--- config.mk ---
export PLATFORM = sky130hd
export DESIGN_NAME = fed_ofifo
export DESIGN_NICKNAME = d
export VERILOG_FILES = /design/src/rtl/core/fed_pkg.sv /design/src/rtl/core/fed_ofifo.sv
export SDC_FILE = /design/constraint.sdc
export NUM_CORES = 1
export LEC_CHECK = 0
export ABC_AREA = 0
export BUFFER_PORTS_ARGS = -buffer_cell sky130_fd_sc_hd__buf_4
export CAP_MARGIN = 20
export CORE_ASPECT_RATIO = 0.5
export CORE_MARGIN = 2
export CORE_UTILIZATION = 55
export DETAILED_ROUTE_END_ITERATION = 6
export GPL_ROUTABILITY_DRIVEN = 0
export HOLD_SLACK_MARGIN = 0.08
export PLACE_DENSITY = 0.78
export SLEW_MARGIN = 20
export SYNTH_ARGS = -nofsm -noshare
export SYNTH_HDL_FRONTEND = slang
export SYNTH_SLANG_ARGS = --single-unit
--- constraint.sdc ---
create_clock -name clk_i -period 5.27 [get_ports clk_i]
set_clock_uncertainty 0.1 [all_clocks]
set_input_delay 0.7905 -clock clk_i [delete_from_list [all_inputs] [get_ports clk_i]]
set_output_delay 0.7905 -clock clk_i [all_outputs]
set_load 0.03 [all_outputs]
--- src/rtl/core/fed_pkg.sv ---
`default_nettype none

package fed_pkg;

  // sample and gain widths
  localparam int unsigned SAMPLE_W = 16;
  localparam int unsigned GAIN_W   = 16;

  // Q1.15 unity and the half step used for rounding
  localparam logic [GAIN_W-1:0] Q15_ONE  = 16'd32768;
  localparam logic signed [31:0] Q15_HALF = 32'sd16384;

  // register reset values
  localparam logic [15:0]       DELAY_RST = 16'd9600;
  localparam logic [GAIN_W-1:0] FB_RST    = 16'd9830;
  localparam logic [GAIN_W-1:0] WET_RST   = 16'd16384;

  // output queue
  localparam int unsigned OFIFO_DEPTH = 4;
  localparam int unsigned OFIFO_AW    = 2;
  localparam int unsigned OFIFO_CW    = 3;

  // configuration register index
  typedef enum logic [1:0] {
    REG_DELAY   = 2'd0,
    REG_FB_GAIN = 2'd1,
    REG_WET_MIX = 2'd2
  } reg_idx_e;

  // queue status towards the top level
  typedef struct packed {
    logic                  not_empty;
    logic [OFIFO_CW-1:0]   count;
  } ofifo_stat_t;

  // floor((p + 2^14) / 2^15)
  function automatic logic signed [16:0] round_q15(input logic signed [31:0] p);
    logic signed [31:0] t;
    t = p + Q15_HALF;
    return t[31:15];
  endfunction

  // saturate to a signed 16-bit sample
  function automatic logic signed [SAMPLE_W-1:0] sat16(input logic signed [17:0] v);
    logic signed [SAMPLE_W-1:0] r;
    if (v > 18'sd32767) begin
      r = 16'sh7fff;
    end else if (v < -18'sd32768) begin
      r = 16'sh8000;
    end else begin
      r = v[SAMPLE_W-1:0];
    end
    return r;
  endfunction

  // clamp a Q1.15 gain to unity
  function automatic logic [GAIN_W-1:0] clamp_q15(input logic [GAIN_W-1:0] v);
    return (v > Q15_ONE) ? Q15_ONE : v;
  endfunction

endpackage

`default_nettype wire

--- src/rtl/core/fed_ofifo.sv ---
`default_nettype none

// Small output queue decoupling the pipeline from the sink
module fed_ofifo (
  input  wire logic                             clk_i,
  input  wire logic                             rst_ni,
  input  wire logic                             push_i,
  input  wire logic [fed_pkg::SAMPLE_W-1:0]     push_data_i,
  input  wire logic                             pop_i,
  output logic      [fed_pkg::SAMPLE_W-1:0]     head_o,
  output fed_pkg::ofifo_stat_t                  stat_o
);

  logic [fed_pkg::SAMPLE_W-1:0] buf_q [fed_pkg::OFIFO_DEPTH];
  logic [fed_pkg::OFIFO_AW-1:0] wr_ptr_q, wr_ptr_d;
  logic [fed_pkg::OFIFO_AW-1:0] rd_ptr_q, rd_ptr_d;
  logic [fed_pkg::OFIFO_CW-1:0] cnt_q, cnt_d;
  logic                         do_pop;

  assign do_pop = pop_i && (cnt_q != '0);

  // pointer and count update
  always_comb begin
    wr_ptr_d = push_i ? wr_ptr_q + 1'b1 : wr_ptr_q;
    rd_ptr_d = do_pop ? rd_ptr_q + 1'b1 : rd_ptr_q;
    cnt_d    = cnt_q;
    if (push_i && !do_pop) begin
      cnt_d = cnt_q + 1'b1;
    end else if (!push_i && do_pop) begin
      cnt_d = cnt_q - 1'b1;
    end
  end

  always_ff @(posedge clk_i or negedge rst_ni) begin
    if (!rst_ni) begin
      wr_ptr_q <= '0;
      rd_ptr_q <= '0;
      cnt_q    <= '0;
    end else begin
      wr_ptr_q <= wr_ptr_d;
      rd_ptr_q <= rd_ptr_d;
      cnt_q    <= cnt_d;
    end
  end

  // word storage
  always_ff @(posedge clk_i) begin
    if (push_i) begin
      buf_q[wr_ptr_q] <= push_data_i;
    end
  end

  assign head_o           = buf_q[rd_ptr_q];
  assign stat_o.not_empty = (cnt_q != '0);
  assign stat_o.count     = cnt_q;

endmodule

`default_nettype wire

; Word level (Yosys, flattened, before mapping)
; Memory sizes are Yosys's and may differ from the RTL's.
; Index checks and enable logic that the tools add are counted.
[op_classes]
add_sub_neg = 4
multipliers = 0
div = 0
n_lt_le_gt_ge = 0
eq_ne = 0
shifts = 0
muxes = 4
n_bitwise = 0
n_reduce_logical = 7
[op_table]
columns = op, count
row1 = $mux W3, 2
row2 = $add A2 B1 Y2 const B, 2
row3 = $add A3 B1 Y3 const B, 1
row4 = $logic_and A1 B1 Y1, 3
row5 = $reduce_bool A3 Y1, 1
row6 = $sub A3 B1 Y3 const B, 1
row7 = $logic_not A1 Y1, 2
row8 = $mux W1, 2
row9 = $reduce_bool A2 Y1, 1
[totals]
ff_bits = 7
latch_bits = 0
ramBits = 64
romBits = 0
out_inout_bits = 20
wordCells = 19
memories = 1
[mem_list]
columns = name, words, word_bits, read_ports, rd_clocked_by_memory_dff, write_ports, line
row1 = buf_q, 4, 16, 1, 0, 1, fed_ofifo.sv:14  ; logic [fed_pkg::SAMPLE_W-1:0] buf_q [fed_pkg::OFIFO_DEPTH];

; Depth between registers and ports, before layout
; Gate-level depths: netlist of run 1.
[depth]
depth_word = 5
ltp_mapped = 8
depth_no_buf = 8

; Worst setup path after synthesis of run 1
; OpenSTA, ideal clock, no wires.
[synth_timing]
kind = reg2reg
from = register cnt_q[0] (netlist name)
to = register cnt_q[2] (netlist name)
setup_time_ps = 80
arrival_time_ps = 2247
t_required_ps = 5090
slack_ps = 2843
path_stages_with_launch = 9
path_buffers = 0
cell_sequence = dfrtp_1 > or3_1 > nand2_1 > ha_1 > inv_1 > fa_1 > xor2_1 > nor2_1 > xor2_1
[synth_rtl]
columns = element, line
row1 = from (decl), fed_ofifo.sv:17  ; logic [fed_pkg::OFIFO_CW-1:0] cnt_q, cnt_d;
row2 = from (signal assigned), fed_ofifo.sv:42  ; cnt_q <= cnt_d;

; Final worst setup path of run 1
[layout_timing]
from = register rd_ptr_q[0] (netlist name)
to = output port head_o[14] (netlist name)
[layout_via]
elab_chain_cells = 1
[layout_rtl]
columns = element, line
row1 = from (decl), fed_ofifo.sv:16  ; logic [fed_pkg::OFIFO_AW-1:0] rd_ptr_q, rd_ptr_d;
row2 = from (signal assigned), fed_ofifo.sv:41  ; rd_ptr_q <= rd_ptr_d;
row3 = $mem_v2 Z4 W16, -
row4 = to (decl), fed_ofifo.sv:10  ; output logic [fed_pkg::SAMPLE_W-1:0] head_o,
; Every way passes these cells.

==> impl_metrics.toml, run 1 <==
[pwr]
power_density_nw_per_um2 = 588
p_leak_nw = 1.20
internal_power_w = 0.00130
power_switching_w = 0.000630
power_frac_clock_pct = 23.0
swShare_pct = 32.6
irDropWorstVdd_mv = 0.356
combPwrFrac_pct = 33.1
seqPwrFrac_pct = 43.9

[global_routing]
grt_overflow = 0
track_usage_pct = 16.4
grt_max_degree = 19
antenna_found_initial = 0
grt_pass1_wl_mm = 6.08
grt_pass1_vias = 1207

[synthesis]
synthFlopType = "edfxtp_1"
syn_area_sq_um = 2740
netlist_instances = 117
synth_cell_types = 19
synth_edf_count = 64
synth_area_leaders = "edfxtp_1, mux4_1, mux4_2"
async_reset_ff_share_pct = 9.86
ys_top_cells_by_count = "edfxtp_1, mux4_1, mux4_2, dfrtp_1, ha_1"
synth_area_leader_cell = "edfxtp_1"
seq_area_frac_synth_pct = 76.6
synth_top_area_share_pct = 70.2
ys_ff_latch = 71
synth_most_common_cell = "edfxtp_1"
yosysWarningCount = 0
synth_nets = 143
synth_area_per_cell_sq_um = 23.4

[floorplanning]
initial_core_util_pct = 56.3
die_w_um = 104
chipHeight_um = 53.9
core_sq_um = 4860
io-pin-count = 40
placementRows = 18
dieArea_sq_um = 5590

[clocking]
hold_buffers = 0
post-cts-setup-buffers = 0
cts_tree = "yes"
cts_resized = 0
clockBufferDepth = 2
clk_pin_slew_ps = 70
insertion_delay_ps = 340
clock-root-buffer = "clkbuf_8"
htreeDepth = 3
cts_buffers = 9
cts_num_sinks = 71

[timing]
fin_crit_sh_pct = 57.9
final_hold_viol_count = 0
final-setup-viol-count = 0
slew_violations = 0
rsz0062_at_grt = "no"
worst_pin_slew_ps = 979
fmaxAchievable_mhz = 328
fin_setup_tns_ps = 0
slew_headroom_pct = 34.7
period_minus_slack_ps = 3050

[critical_path]
worstReg2RegEnd = "cnt_q[2]"
end_kind = "output port"
r2r_slack_ps = 3010
required_ps = 4380
r2r_start = "cnt_q[0]"
max_stage_delay_ps = 990
slowest_stage = "dfrtp_1"
path_cells = "mux4_1 > buf_4"
critPathLaunchType = "flip-flop"
cp_top_family = "flip-flops"
critPathKind = "reg -> out"
cp_data_arrival_time_ps = 2160
crit_fanout = 18
reg2reg_depth = 8
crit_buf_inv = 1

[route]
vias = 1215
wire_per_inst_um = 17.1
drt_iter0_markers = 58
drt-total-wl_mm = 4.07
ant_nets = 0
drc_errors = 0
drtPass1Iterations = 4
via_per_inst = 5.11

[finish]
nNetsFinal = 189
antennaDiodeCount = 0
final_layout_size_suffix_gt1_share_pct = 35.7
fin_cells = 238
area_growth_pct = 19.8

[run]
cap_violations = 0

[min_path]
hp-class = "in -> async"

[placement]
portBuffers = 39
dp_hpwl_mm = 2.55
placed_cells = 222

[outcome]
status = "completed"
power by group through the flow:
stage / Combinational [W] / Clock (W) / Sequential (W)
2_1_floorplan: 0.000498 / 0 / 0.000811
4_1_cts: 0.000648 / 0.000454 / 0.000854
5_1_grt: 0.000680 / 0.000477 / 0.000867
3_5_place_dp: 0.000647 / 0 / 0.000864
3_3_place_gp: 0.000639 / 0 / 0.000859
6_report: 0.000639 / 0.000444 / 0.000848
per-layer routing:
metal	share of wire, %	global-route usage, %	vias to the layer above
li1	-	-	574
met4	1.4	8.78	0
met2	52	28.3	31
met3	5.2	7.63	7
met5	0	0	-
met1	42	17.7	603
cells by family (layout without fill, tap and decap cells):
group	Yosys count	in the layout	share of synthesized area (%)
compound gates	1	1	0.183
fa+ha+maj	6	6	3.02
buf+inv	7	58	1.92
simple gates	9	9	1.74
mux	17	17	14.7
flops	71	71	76.6
xor+xnor	6	6	1.92
layout make-up:
type	instances	area [sq um]
Clock buffer	11	131
Clock inverter	5	72.6
Fill cell	325	1580
Inverter	3	11.3
Multi-Input combinational cell	39	589
Sequential cell	71	2100
Tap cell	70	87.6
Timing Repair Buffer	39	293
state kept, by name, indices dropped and copies added, names as in the netlist:
register,flops
buf_q,64
cnt_q,3
rd_ptr_q,2
wr_ptr_q,2
placed cells by master (no fill, tap or decap), drive strengths merged:
cell type,Yosys,layout
and2,4,4
buf,4,39
bufinv,0,2
clkbuf,0,11
clkinv,0,3
dfrtp,7,7
edfxtp,64,64
fa,1,1
ha,5,5
inv,3,3
mux2,1,1
mux4,16,16
nand2,2,2
nand3,1,1
nor2,1,1
o21ai,1,1
or3,1,1
xnor2,3,3
xor2,3,3
how the worst max path moves through the flow:
stage	cells past startpoint	from	slack, ps	end
2_1_floorplan	8	cnt_q[0]	2840	cnt_q[2]
3_3_place_gp	2	rd_ptr_q[0]	2510	head_o[10]
3_5_place_dp	2	rd_ptr_q[0]	2510	head_o[14]
4_1_cts	2	rd_ptr_q[0]	2140	head_o[14]
5_1_grt	2	rd_ptr_q[0]	2040	head_o[11]
6_report	2	rd_ptr_q[0]	2220	head_o[14]
through the flow:
stage	utilization [%]	power [W]	hold slack [ps]	setup WS [ps]	instance area, sq um
after floorplan	-	0.00131	394	2840	2740
after global placement	63.3	0.00150	390	2510	3080
after detailed placement	63.3	0.00151	387	2510	3080
after CTS	67.5	0.00196	136	2140	3280
after global routing	67.5	0.00202	131	2040	3280
final	67.5	0.00193	153	2220	3280
(Power assumes the default switching activity.)
==> run 2, diff against run 1 <==
Settings changed: CORE_UTILIZATION 55 to 50, PLACE_DENSITY 0.78 to 0.75.
Clock period 5.27 ns to 2.8 ns, I/O delays scaled along.
==> impl_metrics.toml, run 2 (synthesis gave the netlist of run 1 again) <==
[outcome]
status = "completed"

[clocking]
cts_tree = "yes"
clk_pin_slew_ps = 80
cts_buffers = 9
insertion_delay_ps = 330
cts_num_sinks = 71
cts_resized = 0
clock-root-buffer = "clkbuf_8"
clockBufferDepth = 2
htreeDepth = 3

[min_path]
hp-class = "in -> reg"

[timing]
worst_pin_slew_ps = 302
hold_slack_ps = 176
fin_setup_tns_ps = 0
final_hold_viol_count = 0
fmaxAchievable_mhz = 421
fin_ws_ps = 425
fin_crit_sh_pct = 84.8
slew_violations = 0
final-setup-viol-count = 0
period_minus_slack_ps = 2370
rsz0062_at_grt = "no"
slew_headroom_pct = 79.8

[finish]
antennaDiodeCount = 0
layout_top_registers = "buf_q: 64 flops, cnt_q: 3 flops"
nNetsFinal = 196
final_common_cell = "edfxtp_1"
final_cell_mix = "edfxtp_1, buf_4, clkbuf_8"
regMostFlops = "buf_q"
area_growth_pct = 22.4
final_layout_size_suffix_gt1_share_pct = 39.4
largest_reg_flops = 64
utilization_pct = 65.9

[pwr]
power_density_nw_per_um2 = 1110
irDropWorstVdd_mv = 0.680
total_power_w = 0.00374
p_leak_nw = 1.24

[floorplanning]
chipHeight_um = 56.3
core_sq_um = 5090
die_w_um = 109
initial_core_util_pct = 53.8
placementRows = 18
io-pin-count = 40
dieArea_sq_um = 6120

[global_routing]
grt_pass1_vias = 1328
track_usage_pct = 16.0
grt_pass1_wl_mm = 6.85
antenna_found_initial = 0
grt_overflow = 0
grt_max_degree = 17

[critical_path]
cp_data_arrival_time_ps = 1850
critical_path.most_common_cell = "buf_4"
max_stage_delay_ps = 620
end_kind = "output port"
required_ps = 2280
cp_top_family = "multiplexers"
critPathLaunchType = "flip-flop"
crit_buf_inv = 2
slowest_stage = "mux4_1"
path_cells = "buf_4 > mux4_1 > buf_4"
crit_fanout = 16
critPathKind = "reg -> out"

[route]
drtPass1Iterations = 4
drt_iter0_markers = 70
via_per_inst = 5.08
drc_errors = 0
ant_nets = 0
vias = 1244
wire_per_inst_um = 17.6
drt-total-wl_mm = 4.31

[placement]
place_ws_ps = 602
portBuffers = 39
dp_hpwl_mm = 2.74

[run]
cap_violations = 0
==> run 2: cell types whose count changed in the layout (fill, tap and decap cells not counted), sizes merged <==
cell         before  now
dlygate4sd3       0    1
clkbuf           11    9
clkinv            3    2
clkinvlp          0    2
inv               3    4
buf              39   45
==> run 2: what timing repair did <==
item / CTS / global route
hold endpoints to repair: 7 / 0
hold buffers: 1 / 0
buffers inserted: 0 / 0
endpoints found under the setup margin: 0 / 0
==> run 2: cell type report <==
| class | count | area [sq um] |
|---|---|---|
| clock buffer | 9 | 124 |
| clock inverter | 7 | 96.3 |
| fill | 360 | 1740 |
| inverter | 3 | 11.3 |
| multi-input combinational | 39 | 589 |
| sequential | 71 | 2100 |
| tap | 70 | 87.6 |
| timing repair buffer | 46 | 348 |
==> run 2: final timing paths <==
| kind | to | cells past startpoint | from | slack [ps] |
|---|---|---|---|---|
| max | head_o[15] | 3 | rd_ptr_q[0] | 430 |
| min | buf_q[2][8] | 1 | push_data_i[8] | 180 |
| max reg2reg | cnt_q[2] | 8 | cnt_q[0] | 580 |
| min reg2reg | cnt_q[2] | 1 | cnt_q[2] | 380 |
| max in group asynchronous | cnt_q[2] | 2 | rst_ni | 2160 |
| min in group asynchronous | cnt_q[0] | 2 | rst_ni | 330 |
==> run 2: layer usage <==
layer / global-route usage, % / vias to the layer above / wire length, um
li1: - / 587 / -
met1: 19.2 / 621 / 1870
met2: 26.9 / 32 / 2210
met3: 6.62 / 4 / 187
met4: 4.40 / 0 / 42
met5: 0 / - / 0
==> run 2: through the flow <==
step | instance area [sq um] | cells
floorplan | 2740 | 117
global placement | 3120 | 228
finish | 3350 | 245
detailed placement | 3120 | 228
global route | 3350 | 245
CTS | 3350 | 245
==> run 2: power breakdown <==
part / total [W] / internal [W] / switching (W) / leakage (nW)
clock: 0.000874 / 0.000502 / 0.000372 / 0.103
sequential: 0.00149 / 0.00140 / 0.0000900 / 0.670
combinational: 0.00137 / 0.000585 / 0.000785 / 0.463
total: 0.00374 / 0.00249 / 0.00125 / 1.24
==> run 2: worst reg2reg max path, cell delays in order, from the launching register on <==
cell and delay [ps]:
dfrtp_1 440, or3_1 440, nand2_1 130, ha_1 200, inv_1 60, fa_1 370
xor2_1 170, nor2_1 110, xor2_1 150
==> run 3, diff against run 2 <==
Settings changed: CORE_UTILIZATION 50 to 55, PLACE_DENSITY 0.75 to 0.78.
Clock period 2.8 ns to 2.4 ns, I/O delays scaled along.
==> impl_metrics.toml, run 3 (synthesis gave the netlist of run 1 again) <==
[timing]
hold_slack_ps = 117
worst_pin_slew_ps = 271
fmaxAchievable_mhz = 457
fin_setup_tns_ps = 0
fin_crit_sh_pct = 91.2
slew_headroom_pct = 81.9
slew_violations = 0
final_hold_viol_count = 0
rsz0062_at_grt = "no"
final-setup-viol-count = 0
period_minus_slack_ps = 2190

[finish]
register_area_sq_um = 2100
utilization_pct = 69.2
area_growth_pct = 22.9
largest_reg_flops = 64
final_common_cell = "edfxtp_1"
multi_input_area_sq_um = 594
final_layout_size_suffix_gt1_share_pct = 40.3
nFillCells = 322
fin_cells = 246
nNetsFinal = 197
regMostFlops = "buf_q"
antennaDiodeCount = 0
layout_top_registers = "buf_q: 64 flops, cnt_q: 3 flops"
final_cell_mix = "edfxtp_1, buf_4, clkbuf_8"

[outcome]
status = "completed"

[global_routing]
grt_pass1_vias = 1264
grt_pass1_wl_mm = 6.47
antenna_found_initial = 0
grt_max_degree = 17
track_usage_pct = 16.9
grt_overflow = 0

[route]
ant_nets = 0
drt_iter0_markers = 39
vias = 1261
drt-total-wl_mm = 4.26
drtPass1Iterations = 4
drc_errors = 0
via_per_inst = 5.13
wire_per_inst_um = 17.3

[critical_path]
critPathLaunchType = "flip-flop"
end_kind = "output port"
required_ps = 1940
critPathLaunch = "rd_ptr_q[0]"
crit_fanout = 12
r2r_start = "cnt_q[0]"
critPathKind = "reg -> out"
r2r_slack_ps = 220
cp_data_arrival_time_ps = 1730

[pwr]
swShare_pct = 33.2
power_switching_w = 0.00145
seqPwrFrac_pct = 39.8
power_frac_clock_pct = 23.3
p_leak_nw = 1.24
internal_power_w = 0.00292
irDropWorstVdd_mv = 0.749
power_density_nw_per_um2 = 1300
combPwrFrac_pct = 36.9

[clocking]
cts_num_sinks = 71
cts_buffers = 9
clockBufferDepth = 2
hold_buffers = 1
post-cts-setup-buffers = 0
cts_tree = "yes"
insertion_delay_ps = 330
cts_resized = 0
clock-root-buffer = "clkbuf_8"
htreeDepth = 3
clk_pin_slew_ps = 80

[run]
cap_violations = 0

[floorplanning]
initial_core_util_pct = 56.3
die_w_um = 104
placementRows = 18
chipHeight_um = 53.9
io-pin-count = 40
core_sq_um = 4860
dieArea_sq_um = 5590

[placement]
dp_hpwl_mm = 2.86
placed_cells = 229
portBuffers = 39

[min_path]
hp-start = "push_data_i[13]"
hp-class = "in -> reg"
run 3: changes by cell type in the layout (fill, tap and decap cells not counted), sizes merged:
| cell | delta |
|---|---|
| buf | +1 |
run 3: final timing paths:
check / endpoint / depth (start not counted)
max in group asynchronous: wr_ptr_q[0] / 2
setup reg to reg: cnt_q[2] / 8
setup / recovery: head_o[6] / 3
hold reg to reg: rd_ptr_q[1] / 1
hold / removal: buf_q[2][13] / 1
min in group asynchronous: cnt_q[2] / 2
run 3: worst max-delay path: stages (launching register included):
cell     delay (ps)
dfrtp_1         360
buf_4           250
mux4_1          600
buf_4           190
run 3: layer usage:
| metal | vias to the layer above | global-route usage (%) | wire length (um) |
|---|---|---|---|
| met5 | - | 0 | 0 |
| met4 | 0 | 6.76 | 17 |
| met3 | 4 | 6.66 | 199 |
| met2 | 34 | 28.5 | 2150 |
| met1 | 636 | 20.6 | 1900 |
| li1 | 587 | - | - |
run 3: metrics by stage:
stage	setup WS (ps)	instance area (sq um)	total power, W
floorplan	94.3	2740	0.00288
global placement	264	3140	0.00336
detailed placement	231	3140	0.00341
CTS	168	3370	0.00443
global route	72.2	3370	0.00459
finish	211	3370	0.00437
run 3: cell type report:
class	count	area share [%]
repair buffers	47	10.6
inverters	3	0.335
clock inverters	7	2.86
flip-flops and latches	71	62.3
multi-input cells	39	17.7
clock buffers	9	3.68
well taps	70	2.60
run 3: power groups by stage:
stage	clock [W]	combinational (W)	sequential, W
floorplan	0	0.00110	0.00178
global placement	0	0.00162	0.00174
detailed placement	0	0.00164	0.00177
CTS	0.00104	0.00164	0.00174
global route	0.00110	0.00173	0.00177
finish	0.00102	0.00161	0.00174
